### src/hdl/cpw_pkg.sv
`timescale 1ns / 1ps
`default_nettype none

package cpw_pkg;

    // Field and datapath widths.
    localparam int IDX_W      = 20;  // cell index
    localparam int GW_W       = 13;  // grid width, column
    localparam int CS_W       = 12;  // cell size
    localparam int OFF_W      = 24;  // car offsets
    localparam int HD_W       = 16;  // heading
    localparam int LIM_W      = 23;  // distance limits
    localparam int MID_W      = LIM_W + 1;
    localparam int ROW_W      = IDX_W + 1;
    localparam int X_W        = CS_W + GW_W + 2;
    localparam int Y_W        = CS_W + ROW_W + 2;
    localparam int XY_W       = 24;  // in-range coordinate, |v| < 2^23
    localparam int SQ_W       = 2 * LIM_W;
    localparam int D2_W       = 48;
    localparam int ROOT_W     = D2_W / 2;
    localparam int SREM_W     = ROOT_W + 2;
    localparam int CW         = 34;  // CORDIC vector width
    localparam int ZW         = 18;  // angle width
    localparam int CORDIC_STEPS = 15;
    localparam int WT_W       = 7;
    localparam int NUM_W      = 19;
    localparam int QDIV_STEPS = 7;
    localparam int QS_W       = ROOT_W + QDIV_STEPS - 1;
    localparam int CFG_W      = 3;
    localparam int CFG_DATA_W = 24;

    localparam logic [NUM_W-1:0]  FALLOFF_NUM  = 19'd409600;
    // 409600 / q reaches 128 exactly when q is at most 3200.
    localparam logic [ROOT_W-1:0] SAT_Q        = 24'd3200;
    localparam logic [WT_W-1:0]   NEAR_WEIGHT  = 7'd100;
    localparam logic [WT_W-1:0]   WEIGHT_MAX   = 7'd127;
    localparam logic signed [ZW-1:0] QUARTER_TURN = 18'sd16384;
    localparam logic signed [ZW-1:0] HALF_TURN    = 18'sd32768;

    localparam logic [ZW-1:0] ATAN_TAB [CORDIC_STEPS] = '{
        18'd8192, 18'd4836, 18'd2555, 18'd1297, 18'd651, 18'd326, 18'd163, 18'd81,
        18'd41, 18'd20, 18'd10, 18'd5, 18'd3, 18'd1, 18'd1
    };

    // Where the bearing comes from.
    typedef enum logic [2:0] {
        QD_CORDIC,
        QD_UP,
        QD_DOWN,
        QD_NEG_UP,
        QD_NEG_DOWN,
        QD_NEG_AXIS
    } t_quad;

    typedef enum logic [CFG_W-1:0] {
        CFG_GRID_WIDTH,
        CFG_CELL_SIZE,
        CFG_OFFSET_X,
        CFG_OFFSET_Y,
        CFG_HEADING,
        CFG_NEAR,
        CFG_IDEAL,
        CFG_FAR
    } t_cfg_reg;

    typedef struct packed {
        logic  valid;
        logic  last;
        logic  kill;
        logic  nearband;
        logic  sat;
        logic  atten;
        t_quad quad;
    } t_side;

endpackage

`default_nettype wire

### src/hdl/cpw_recip_cell.sv
`timescale 1ns / 1ps
`default_nettype none

// One quotient bit of the falloff constant divided by the band offset.
module cpw_recip_cell #(
    parameter int BIT = 0
) (
    input  logic                        i_clk,
    input  logic                        i_rst_n,
    input  logic                        i_en,
    input  cpw_pkg::t_side              i_side,
    input  logic [cpw_pkg::ROOT_W-1:0]  i_q,
    input  logic [cpw_pkg::NUM_W-1:0]   i_rem,
    input  logic [cpw_pkg::WT_W-1:0]    i_quo,
    output cpw_pkg::t_side              o_side,
    output logic [cpw_pkg::ROOT_W-1:0]  o_q,
    output logic [cpw_pkg::NUM_W-1:0]   o_rem,
    output logic [cpw_pkg::WT_W-1:0]    o_quo
);
    import cpw_pkg::*;

    logic [QS_W-1:0]   w_sub;
    logic              w_take;
    t_side             r_side;
    logic [ROOT_W-1:0] r_q;
    logic [NUM_W-1:0]  r_rem;
    logic [WT_W-1:0]   r_quo;

    assign w_sub  = QS_W'(i_q) << BIT;
    assign w_take = QS_W'(i_rem) >= w_sub;

    always_ff @(posedge i_clk) begin
        if (!i_rst_n) begin
            r_side <= '0;
        end else if (i_en) begin
            r_side <= i_side;
        end
    end

    always_ff @(posedge i_clk) begin
        if (i_en) begin
            r_q   <= i_q;
            r_rem <= w_take ? NUM_W'(QS_W'(i_rem) - w_sub) : i_rem;
            r_quo <= {i_quo[WT_W-2:0], w_take};
        end
    end

    assign o_side = r_side;
    assign o_q    = r_q;
    assign o_rem  = r_rem;
    assign o_quo  = r_quo;

endmodule

`default_nettype wire

### config.mk
export PLATFORM = sky130hd
export DESIGN_NAME = cpw_recip_cell
export DESIGN_NICKNAME = d
export VERILOG_FILES = /design/src/hdl/cpw_pkg.sv /design/src/hdl/cpw_recip_cell.sv
export SDC_FILE = /design/constraint.sdc
export NUM_CORES = 1
export LEC_CHECK = 0
export BUFFER_PORTS_ARGS = -buffer_cell sky130_fd_sc_hd__buf_2
export CORE_ASPECT_RATIO = 0.6
export CORE_MARGIN = 1.5
export CORE_UTILIZATION = 35
export CTS_BUF_LIST = sky130_fd_sc_hd__clkbuf_2 sky130_fd_sc_hd__clkbuf_4 sky130_fd_sc_hd__clkbuf_8
export DETAILED_ROUTE_END_ITERATION = 7
export PLACE_DENSITY = 0.63
export SLEW_MARGIN = 10
export SYNTH_ARGS = -nofsm -noshare
export SYNTH_HDL_FRONTEND = slang
export SYNTH_SLANG_ARGS = --single-unit
### constraint.sdc
create_clock -name i_clk -period 2.61 [get_ports i_clk]
set_input_delay 0 -clock i_clk [delete_from_list [all_inputs] [get_ports i_clk]]
set_output_delay 0 -clock i_clk [all_outputs]
set_load 0.03 [all_outputs]
# Word-level counts from Yosys, hierarchy flattened
# Index checks and enable logic that the tools add are counted.
[totals] register_bits=59 in_bits=62 output_inout_bits=59 word_cells=13
[classes] addsub=1 order_cmp=1 n_mux=1
[ops] cell="$ge A19 B24 Y1" n=1
[ops] cell="$mux W19" n=1
[ops] cell="$sub A19 B19 Y19" n=1

# Depth between registers and ports, before layout
# Gate-level depths: netlist of the first run.
[logic_depth] depth_word=2 depth_mapped=12 ltp_nobuf=10

# Worst setup path after synthesis of the first run
# Ideal clock, no wire load.
[synth_timing] path_type="input to register" from="input port i_rem[0] in the netlist's numbering" to="register r_rem[15], in the netlist o_rem[15] (data pin)" arrival_time_ns=1.691 slack_ns=0.652 path_stages=12 path_buffers=2 path_cell_list="inv_1 -> ha_1 -> fa_1 -> nor2b_1 -> o31ai_2 -> a31oi_1 -> o21bai_1 -> a31o_1 -> buf_6 -> buf_4 -> nand2_1 -> o41ai_2"
[synth_via] elab_chain_len=2 elab_cells_between_ends=3 classes_between="1 x add/sub; 1 x order compare; 1 x mux"
[synth_rtl] item="start, declared" line_no="cpw_recip_cell.sv:13" source="input logic [cpw_pkg::NUM_W-1:0] i_rem,"
[synth_rtl] item="$ge A19 B24 Y1 or $sub A19 B19 Y19 (tied branches)" line_no="cpw_recip_cell.sv:30, cpw_recip_cell.sv:43"
[synth_rtl] item="$mux W19 (*)" line_no="cpw_recip_cell.sv:43" source="r_rem <= w_take ? NUM_W'(QS_W'(i_rem) - w_sub) : i_rem;"
[synth_rtl] item="end signal, assigned" line_no="cpw_recip_cell.sv:43"
[synth_rtl] item="end, declared" line_no="cpw_recip_cell.sv:26" source="logic [NUM_W-1:0] r_rem;"
# Every way passes the cells marked *; elsewhere a longest branch is shown, timed or not.
# A chain may end at the register's enable or synchronous reset.

# Final worst setup path of the first run
[layout_timing] from="input port i_q[0] in the netlist's numbering" to="register r_rem[2], in the netlist o_rem[2] (data pin)"
[layout_via] elab_chain_len=2 elab_cells_between_ends=3 classes_between="1 x add/sub; 1 x order compare; 1 x mux"
[layout_rtl] item="start, declared" line_no="cpw_recip_cell.sv:12" source="input logic [cpw_pkg::ROOT_W-1:0] i_q,"
[layout_rtl] item="$ge A19 B24 Y1 or $sub A19 B19 Y19 (tied branches)" line_no="cpw_recip_cell.sv:30, cpw_recip_cell.sv:43"
[layout_rtl] item="$mux W19 (*)" line_no="cpw_recip_cell.sv:43"
# Marks and branches as above.

==> results of run 1 <==
[cell usage after synthesis (all sizes together)]
cell    instances
o211ai          2
edfxtp         50
and3            1
buf             9
nand3           7
o31a            2
xor2            5
o221ai          1
nor2b          10
a211oi          1
o22ai           1
and2            1
o21bai          4
nand2          28
fa              1
o211a           1
a21o            5
a32o            1
o31ai           2
clkbuf          3
a21oi          17
a31o            1
or4             1
dfxtp           9
nand4           4
inv            28
nor3            3
a41oi           1
o21a            2
a31oi           5
xnor2          10
nor2           11
o41ai           1
nor4b           1
mux2i           9
a211o           2
o21ai          26
a221oi          1
nand2b          2
ha             19
[logic make-up after synthesis]
group | count (synthesis)
XOR/XNOR | 15
adder cells (fa/ha/maj) | 20
AND/OR/NAND/NOR | 69
multiplexers | 9
flip-flops | 59
buffers and inverters | 40
AO/OA/AOI/OAI | 76
[state kept, by name (all words and copies together) (netlist names)]
register  cells
o_q          24
o_quo         7
o_rem        19
o_side        9
[report_power, final]
group | internal, mW | switching, mW
Clock | 0.662 | 0.382
Combinational | 0.277 | 0.402
Sequential | 1.10 | 0.0179
Total | 2.04 | 0.802
[what timing repair did]
item                       in CTS  in global routing
setup endpoints to repair       0                 12
buffers inserted                0                  0
hold endpoints to repair       58                  0
resized for setup               0                  2
hold buffers                   67                  0
[layout make-up]
cell class / count / area [µm²]
fillers: 753 / 3830
flip-flops and latches: 59 / 1680
repair buffers: 190 / 1320
multi-input cells: 189 / 1300
well taps: 112 / 140
clock buffers: 10 / 138
clock inverters: 6 / 110
inverters: 28 / 105
[placed cells by master (no fill, tap or decap), types with 3 or more instances in the layout]
cell           count
xnor2_1           10
nor3_1             3
o21ai_0           26
nand2_1           28
dlygate4sd3_1     67
a21o_1             5
nor2_1            11
ha_1              19
inv_1             28
a31oi_1            5
o21bai_1           4
clkbuf_8          10
nand3_1            7
nor2b_1            9
buf_2            119
nand4_1            4
a21oi_1           17
bufinv_16          3
xor2_1             5
edfxtp_1          50
mux2i_1            9
dfxtp_1            9
[metal layers]
metal / routed length (µm) / up-vias / track usage (%)
li1: - / 1418 / -
met1: 4050 / 1283 / 24.3
met2: 3620 / 133 / 26.8
met3: 750 / 6 / 6.88
met4: 46 / 0 / 5.91
met5: 0 / - / 0
[critical path, cell delays in order]
cell and delay, ps:
dlygate4sd3_1 530, buf_2 130, ha_1 230, fa_1 430
nor2b_2 180, o31ai_2 90, a31oi_1 140, o21bai_1 110
a31o_2 310, buf_4 220, nand2_1 110, o21ai_0 100
[through the flow]
| stage | worst slack, ps | cell area, µm² | instances |
|---|---|---|---|
| after floorplan | 652 | 3150 | 288 |
| after global placement | 302 | 3870 | 511 |
| after detailed placement | 253 | 3870 | 511 |
| after CTS | 76.1 | 4790 | 594 |
| after global routing | 3.34 | 4790 | 594 |
| final | 110 | 4790 | 594 |
[how the worst max path moves through the flow]
stage / from / endpoint / slack (ps) / cells past startpoint
final: i_q[0] / o_rem[2]$_DFFE_PP_ / 110 / 12
after global routing: i_rem[0] / o_rem[4]$_DFFE_PP_ / 3 / 12
after CTS: i_q[0] / o_rem[15]$_DFFE_PP_ / 80 / 11
after detailed placement: i_q[0] / o_rem[4]$_DFFE_PP_ / 250 / 11
after global placement: i_q[0] / o_rem[15]$_DFFE_PP_ / 300 / 10
after floorplan: i_rem[0] / o_rem[15]$_DFFE_PP_ / 650 / 12
==> out/metrics.csv, run 1 <==
stage,metric,value,unit
status,run_status,finished clean,
global_routing,grt_start_max_net_pins,37,
cts,clkLatencyLatePin,350,ps
yosys,yosysTopAreaCellShare,47.6,%
finish,drive_above_1_share,29.9,%
drt,drt_iter0_markers,184,
placed_design,dp.final_hpwl,6000,µm
sta,max_fclk,0.400,GHz
sta,relSlewSlack,55.7,%
die,chipWidth,126,µm
hold_path,min-delay-start,i_en,
yosys,synth.yosys.warnings,0,
yosys,post-synth-top-area-cell,edfxtp_1,
yosys,postSynthCellCount,288,
hold_path,worstHoldPathCells,1,
yosys,synth_compound_area_share,15.4,%
run,max_cap_viols,0,
drt,drt_first_pass_iters,4,
yosys,synth.distinct_cells,44,
yosys,syn_area,3150,µm²
yosys,yosys.area_share.simple,10.5,%
critical_path,reg2reg_setup_slack,1440,ps
sta,whs,218,ps
critical_path,worst-endpoint-arrival,2580,ps
finish,nNetsFinal,559,
cts,clk_pin_slew_worst_paths,70,ps
die,core_area,8620,µm²
drt,avgRoutedWirePerCell,14.3,µm
cts,clk_root_buffer_cell,clkbuf_8,
sta,finalSetupViolations,0,
cts,ctsLongestPathBuffers,2,
drt,post_route_antenna_net_violation_count,0,
pwr,peakVddDrop,0.380,mV
sta,skew,0,ps
global_routing,globalRoute.totalOverflow,0,
yosys,ys_top_cells_by_area,"edfxtp_1 48%, ha_1 7.5%, dfxtp_1 5.7%",
finish,area_growth_syn_to_layout,52.0,%
global_routing,grt_use_total,18.1,%
critical_path,start_kind,input pin,
global_routing,via_count_of_the_first_global_routing_pass,2834,
global_routing,number_of_antenna_violations_at_the_first_check_in_global_routing,0,
drt,num_vias,2840,
yosys,post_synth_xor_xnor_area,4.17,%
die,floorplan.initialDensity,36.6,%
finish,layout.core_utilization,55.6,%
pwr,static_leakage,2.23,nW
critical_path,worst_r2r_endpoint,o_side[0]$_SDFFE_PN0P_,
cts,clock_buffer_count_from_cts,9,
hold_path,hold-path-endpoint,o_q[14]$_DFFE_PP_,
critical_path,type_of_destination_of_the_critical_path,register,
critical_path,launching_point_of_the_worst_reg2reg_path,o_side[0]$_SDFFE_PN0P_,
sta,timing_worst_slew_pin_value,664,ps
sta,fin_setup_tns,0,ps
cts,tritoncts,yes,
sta,hold_viol,0,
finish,diodes,0,
critical_path,required,2690,ps
die,row_count,26,
drt,wl,8470,µm
die,floorplan.io_pins,121,
global_routing,global_route_wire_length_before_repair,13600,µm
pwr,cellPowerDensity,593,nW/µm²
critical_path,category_of_the_critical_setup_timing_path,in -> reg,
placed_design,globalplace.congestion,0.907,
placed_design,number_of_buffers_added_on_ports,119,
die,floorplan.die_area,9600,µm²
sta,min_period,2500,ps
yosys,synth.avg_cell_area,10.9,µm²
die,die_h,76.5,µm
sta,finalCritPeriodShare,95.8,%
yosys,synth-seq-cells,59,
critical_path,ff2ff_path_depth,3,
sta,unrepaired_setup_endpoints_after_global_routing,false,
hold_path,min-delay-path-class,in -> reg,
sta,maxSlewViolCount,0,
yosys,net_count_after_synthesis,370,
yosys,synth.area.mux_share,2.86,%
critical_path,critPathMaxFanout,22,
drt,route.detailed.vias_per_inst,4.78,
yosys,register_area_share_after_synthesis,53.4,%
cts,clock_tree.htree_level_count,3,
drt,route.detailed.drc,0,
cts,cts.sink_count,59,
yosys,synth_top_family_by_area,compound AO/OA/AOI/OAI gates,
pwr,report.power.total,2.84,mW
yosys,arithmetic_cell_share_of_the_synthesized_area_counting_full_adders_half_adders_and_majority_gates,8.18,%
No activity file was read; power rests on OpenSTA's default activity.
==> run 2: changes to the inputs <==
Settings changed: CORE_UTILIZATION 35 to 40, PLACE_DENSITY 0.63 to 0.7, REMOVE_ABC_BUFFERS set to 1.
==> out/metrics.csv, run 2 (synthesis results as in run 1) <==
stage,metric,value,unit,change
cts,clock_buffer_count_from_cts,9,,unchanged
pwr,seqPwrFrac,43.7,%,+4.3 points
die,core_area,7450,µm²,-14%
cts,cts.sink_count,59,,unchanged
die,row_count,24,,-7.7%
cts,clock_tree.htree_level_count,3,,unchanged
critical_path,ff2ff_path_depth,3,,unchanged
pwr,clkPwrFrac,29.3,%,-7.4 points
pwr,switching_share,31.4,%,+3.2 points
critical_path,category_of_the_critical_setup_timing_path,in -> reg,,
placed_design,place_area,3870,µm²,unchanged
cts,post-cts-setup-buffer-count,0,,unchanged
finish,layout.cells.most_common,buf_2,,
cts,clk_pin_slew_worst_paths,70,ps,about the same
global_routing,globalRoute.totalOverflow,0,,unchanged
global_routing,grt_start_max_net_pins,60,,+62%
placed_design,globalplace.congestion,0.779,,-14%
pwr,p_int,1.76,mW,-14%
status,run_status,finished clean,,
global_routing,global_route_wire_length_before_repair,14100,µm,+4.1%
global_routing,grt_use_total,21.7,%,+3.6 points
pwr,peakVddDrop,0.331,mV,-13%
critical_path,path_delay_family,compound AO/OA/AOI/OAI gates,,
die,floorplan.initialDensity,42.3,%,+5.8 points
drt,route.top_layer_used,met4,,
drt,drt_iter0_markers,215,,+17%
sta,timing_worst_slew_pin_value,806,ps,+142 ps
run,max_cap_viols,0,,unchanged
critical_path,slowest_delay,540,ps,about the same
pwr,p_switching,0.807,mW,+0.66%
finish,largest_register_ffs,24,,unchanged
hold_path,min-delay-start,i_q[13],,
critical_path,required,2760,ps,+70 ps
critical_path,critPathMaxFanout,39,,+77%
critical_path,worstPathCellList,"dlygate4sd3_1, buf_2, ha_1, fa_2, nor2b_4, o31ai_4, a31oi_1, o21bai_1, a31o_1, buf_12, o41ai_2",,
critical_path,endpoint,o_rem[15]$_DFFE_PP_,,
sta,min_period,2420,ps,-84.9 ps
drt,post_route_antenna_net_violation_count,0,,unchanged
critical_path,reg2reg_setup_slack,1400,ps,-40 ps
critical_path,worst-endpoint-arrival,2570,ps,about the same
critical_path,critical_path_cell_count,11,,-1
die,die_h,71.8,µm,-6.2%
sta,finalCritPeriodShare,92.5,%,-3.3 points
drt,route.detailed.vias_per_inst,4.86,,+1.7%
drt,drt_first_pass_iters,4,,unchanged
finish,diodes,0,,unchanged
cts,ctsLongestPathBuffers,2,,unchanged
placed_design,dp.final_hpwl,5810,µm,-3.1%
critical_path,launching_point_of_the_worst_reg2reg_path,o_side[0]$_SDFFE_PN0P_,,
drt,route.detailed.drc,0,,unchanged
finish,nNetsFinal,562,,+0.54%
finish,drive_above_1_share,30.5,%,+0.64 points
finish,post-route-cell-area,4740,µm²,-1.0%
placed_design,number_of_buffers_added_on_ports,119,,unchanged
drt,route.met2.wl,3770,µm,+4.0%
cts,clkLatencyLatePin,340,ps,about the same
die,floorplan.io_pins,121,,unchanged
critical_path,start_kind,input pin,,
sta,fin_setup_tns,0,ps,unchanged
critical_path,worst_r2r_endpoint,o_side[0]$_SDFFE_PN0P_,,
critical_path,critPathSlowestCell,dlygate4sd3_1,,
sta,maxSlewViolCount,0,,unchanged
critical_path,critPathLaunch,i_q[0],,
pwr,report.power.total,2.57,mW,-9.6%
finish,final_cell_mix,"119 x buf_2, 67 x dlygate4sd3_1, 50 x edfxtp_1",,
sta,relSlewSlack,46.3,%,-9.4 points
sta,skew,0,ps,unchanged
drt,routed-wl-met3,567,µm,-24%
drt,avgRoutedWirePerCell,15.0,µm,+5.3%
die,floorplan.die_area,8440,µm²,-12%
sta,hold_viol,0,,unchanged
hold_path,min-delay-path-class,in -> reg,,
global_routing,number_of_antenna_violations_at_the_first_check_in_global_routing,0,,unchanged
drt,num_vias,2863,,+0.81%
sta,finalSetupViolations,0,,unchanged
cts,tritoncts,yes,,
sta,unrepaired_setup_endpoints_after_global_routing,false,,
die,chipWidth,118,µm,-6.3%
pwr,power.combinational.fraction,27.0,%,+3.1 points
drt,metal1_wirelength,4460,µm,+10%
pwr,cellPowerDensity,542,nW/µm²,-8.7%
drt,wl,8840,µm,+4.4%
critical_path,crit_buf_inv,3,,unchanged
critical_path,type_of_destination_of_the_critical_path,register,,
sta,max_fclk,0.414,GHz,+3.5%
cts,clk_root_buffer_cell,clkbuf_8,,
finish,fillerInstances,617,,-18%
pwr,static_leakage,2.21,nW,-0.95%
global_routing,via_count_of_the_first_global_routing_pass,2866,,+1.1%
finish,area_growth_syn_to_layout,50.5,%,
## run 2: changes by cell type in the layout (fill, tap and decap cells not counted), sizes merged
cell | previous run | this run
buf | 123 | 126
bufinv | 3 | 0
clkbuf | 10 | 11
clkinv | 1 | 3
clkinvlp | 0 | 2
inv | 30 | 28
## run 2: final cells by class
cell class | instances | area, µm² | share of cell area (%)
Inverter | 28 | 105 | 2.22
Clock buffer | 11 | 145 | 3.06
Tap cell | 104 | 130 | 2.74
Sequential cell | 59 | 1680 | 35.5
Clock inverter | 5 | 30.0 | 0.633
Timing Repair Buffer | 193 | 1330 | 28.1
Multi-Input combinational cell | 189 | 1320 | 27.8
## run 2: per-stage QoR
step	std cells	setup WS, ps	util [%]	hold WS, ps
detailed placement	506	262	52.0	181
global placement	506	367	52.0	178
floorplan	276	285	-	98.9
CTS	589	83.9	63.3	358
global route	589	27.9	63.7	362
finish	589	195	63.7	378
## run 2: power groups by stage
stage / Combinational (mW) / Sequential [mW] / Clock (mW)
6_report: 0.694 / 1.12 / 0.752
5_1_grt: 0.752 / 1.13 / 0.811
4_1_cts: 0.681 / 1.12 / 0.770
3_5_place_dp: 0.600 / 1.14 / 0
3_3_place_gp: 0.593 / 1.14 / 0
2_1_floorplan: 0.240 / 1.29 / 0
## run 2: timing repair
action / in CTS / in global routing
gates resized for setup: 0 / 5
hold endpoints to repair: 58 / 0
hold buffers: 67 / 0
setup endpoints to repair: 0 / 3
## run 2: worst register-to-register path: cells and delay by family (launching register included)
family                 cells  cell delay [ps]
muxes                      1              140
DFF                        1              310
and+or+nand+nor            1               70
buffers and inverters      1              570
## run 2: worst min path at each step
stage                                     to  slack [ps]  depth (start not counted)
after CTS                  o_q[14]$_DFFE_PP_         360                          2
after global routing       o_q[23]$_DFFE_PP_         360                          2
final                      o_q[13]$_DFFE_PP_         380                          2
after detailed placement  o_quo[5]$_DFFE_PP_         180                          1
after floorplan             o_q[0]$_DFFE_PP_         100                          0
after global placement    o_quo[2]$_DFFE_PP_         180                          1
## run 2: routing by layer
layer | vias up | GRT usage (%)
met5 | - | 0
li1 | 1425 | -
met4 | 0 | 4.07
met2 | 99 | 33.7
met3 | 6 | 7.01
met1 | 1333 | 30.3
==> run 3: changes to the inputs <==
Settings changed: CELL_PAD_IN_SITES_DETAIL_PLACEMENT set to 1, CELL_PAD_IN_SITES_GLOBAL_PLACEMENT set to 1, CORE_UTILIZATION 40 to 38, PLACE_DENSITY 0.7 to 0.85.
==> out/metrics.csv, run 3 (synthesis results as in run 1) <==
stage,metric,value,unit,change
status,run_status,finished clean,,
die,chipWidth,121,µm,+2.5%
sta,timing_worst_slew_pin_value,728,ps,-77.2 ps
run,max_cap_viols,0,,unchanged
finish,layout.cells.most_common,buf_2,,
die,floorplan.io_pins,121,,unchanged
sta,unrepaired_setup_endpoints_after_global_routing,false,,
sta,finalCritPeriodShare,93.4,%,+0.86 points
pwr,report.power.total,2.73,mW,+6.5%
sta,finalSetupViolations,0,,unchanged
hold_path,min-delay-path-class,in -> reg,,
drt,num_vias,3033,,+5.9%
critical_path,category_of_the_critical_setup_timing_path,in -> reg,,
sta,skew,0,ps,unchanged
cts,clock_tree.htree_level_count,3,,unchanged
global_routing,globalRouteMet1Util,32.9,%,+2.6 points
die,core_area,7950,µm²,+6.7%
critical_path,reg2reg_setup_slack,1370,ps,-30 ps
pwr,peakVddDrop,0.331,mV,+0.14%
placed_design,globalplace.congestion,0.864,,+11%
finish,final_cell_mix,"119 x buf_2, 67 x dlygate4sd3_1, 50 x edfxtp_1",,
finish,largest_register_ffs,24,,unchanged
sta,hold_viol,0,,unchanged
global_routing,globalRoute.busiestLayer,met2,,
global_routing,number_of_antenna_violations_at_the_first_check_in_global_routing,0,,unchanged
global_routing,grt_use_met2,44.9,%,+11 points
drt,wl,11400,µm,+28%
critical_path,required,2790,ps,+30 ps
cts,tritoncts,yes,,
global_routing,grt_use_total,26.6,%,+4.9 points
global_routing,globalRoute.totalOverflow,0,,unchanged
finish,instances_no_fill,593,,+0.68%
pwr,static_leakage,2.23,nW,+0.63%
global_routing,global_route_wire_length_before_repair,17400,µm,+23%
pwr,cellPowerDensity,573,nW/µm²,+5.9%
placed_design,dp.final_hpwl,6890,µm,+19%
finish,nNetsFinal,562,,unchanged
finish,area_growth_syn_to_layout,51.3,%,
critical_path,start_kind,input pin,,
drt,drt_first_pass_iters,4,,unchanged
placed_design,place_inst,510,,+0.79%
drt,avgRoutedWirePerCell,19.2,µm,+28%
global_routing,grt_start_max_net_pins,33,,-45%
sta,fin_setup_tns,0,ps,unchanged
sta,min_period,2440,ps,+22.6 ps
pwr,p_int,1.86,mW,+5.6%
cts,clk_root_buffer_cell,clkbuf_8,,
critical_path,type_of_destination_of_the_critical_path,register,,
die,floorplan.die_area,8870,µm²,+5.1%
critical_path,worst-endpoint-arrival,2610,ps,+40 ps
global_routing,via_count_of_the_first_global_routing_pass,3228,,+13%
drt,post_route_antenna_net_violation_count,0,,unchanged
cts,clk_pin_slew_worst_paths,80,ps,about the same
die,die_h,73.5,µm,+2.5%
finish,diodes,0,,unchanged
sta,relSlewSlack,51.4,%,+5.1 points
drt,route.detailed.vias_per_inst,5.11,,+5.2%
finish,drive_above_1_share,30.3,%,-0.21 points
pwr,power.combinational.fraction,26.4,%,-0.6 points
critical_path,critPathMaxFanout,22,,-44%
pwr,seqPwrFrac,41.2,%,-2.5 points
die,row_count,25,,+4.2%
drt,drt_iter0_markers,194,,-9.8%
cts,ctsLongestPathBuffers,2,,unchanged
pwr,switching_share,32.0,%,+0.55 points
cts,cts.sink_count,59,,unchanged
cts,clock_buffer_count_from_cts,9,,unchanged
cts,clkLatencyLatePin,360,ps,+20 ps
drt,route.detailed.drc,0,,unchanged
pwr,clkPwrFrac,32.4,%,+3.1 points
sta,maxSlewViolCount,0,,unchanged
global_routing,global_route.usage.met3,8.62,%,+1.6 points
pwr,p_switching,0.875,mW,+8.3%
die,floorplan.initialDensity,39.7,%,-2.7 points
sta,max_fclk,0.410,GHz,-0.93%
placed_design,number_of_buffers_added_on_ports,119,,unchanged
[run 3: worst paths after layout]
| check | start | to | cells after the start |
|---|---|---|---|
| setup reg to reg | o_side[5]$_SDFFE_PN0P_ | o_side[5]$_SDFFE_PN0P_ | 3 |
| setup / recovery | i_q[0] | o_rem[15]$_DFFE_PP_ | 11 |
| hold / removal | i_en | o_rem[8]$_DFFE_PP_ | 1 |
| hold reg to reg | o_side[1]$_SDFFE_PN0P_ | o_side[1]$_SDFFE_PN0P_ | 3 |
[run 3: critical path, stage by stage]
cell	delay (ps)
dlygate4sd3_1	540
buf_2	140
ha_1	220
fa_1	420
nor2b_2	170
o31ai_2	100
a31oi_1	140
o21bai_1	110
a31o_1	250
buf_6	180
o41ai_4	340
[run 3: area by class of cell]
cell class / instances / area (µm²)
Clock buffer: 11 / 145
Sequential cell: 59 / 1680
Tap cell: 108 / 135
Inverter: 28 / 105
Clock inverter: 5 / 53.8
Multi-Input combinational cell: 189 / 1310
Fill cell: 894 / 3180
Timing Repair Buffer: 193 / 1340
[run 3: routing by layer]
layer,share of wire [%],vias up
li1,-,1423
met1,46,1468
met5,0,-
met2,46,124
met4,1.3,0
met3,7.0,18
[run 3: power groups by stage]
stage | Sequential [mW] | Clock, mW | Combinational (mW)
after floorplan | 1.29 | 0 | 0.240
after global placement | 1.14 | 0 | 0.597
after detailed placement | 1.14 | 0 | 0.614
after CTS | 1.12 | 0.877 | 0.697
after global routing | 1.13 | 0.938 | 0.777
final | 1.13 | 0.886 | 0.722
[run 3: repair_timing]
item	4_1_cts	5_1_grt
setup buffers	0	0
endpoints found under the hold margin	58	0
endpoints found under the setup margin	0	1
resized for setup	0	4
hold buffers	67	0
[run 3: stage by stage]
stage	cell area (µm²)	utilization, %	setup WS (ps)	hold WS [ps]
finish	4770	60.0	172	240
global route	4770	60.0	40.2	263
CTS	4750	59.7	38.3	277
detailed placement	3880	48.8	250	181
global placement	3880	48.8	355	179
floorplan	3080	-	285	98.9
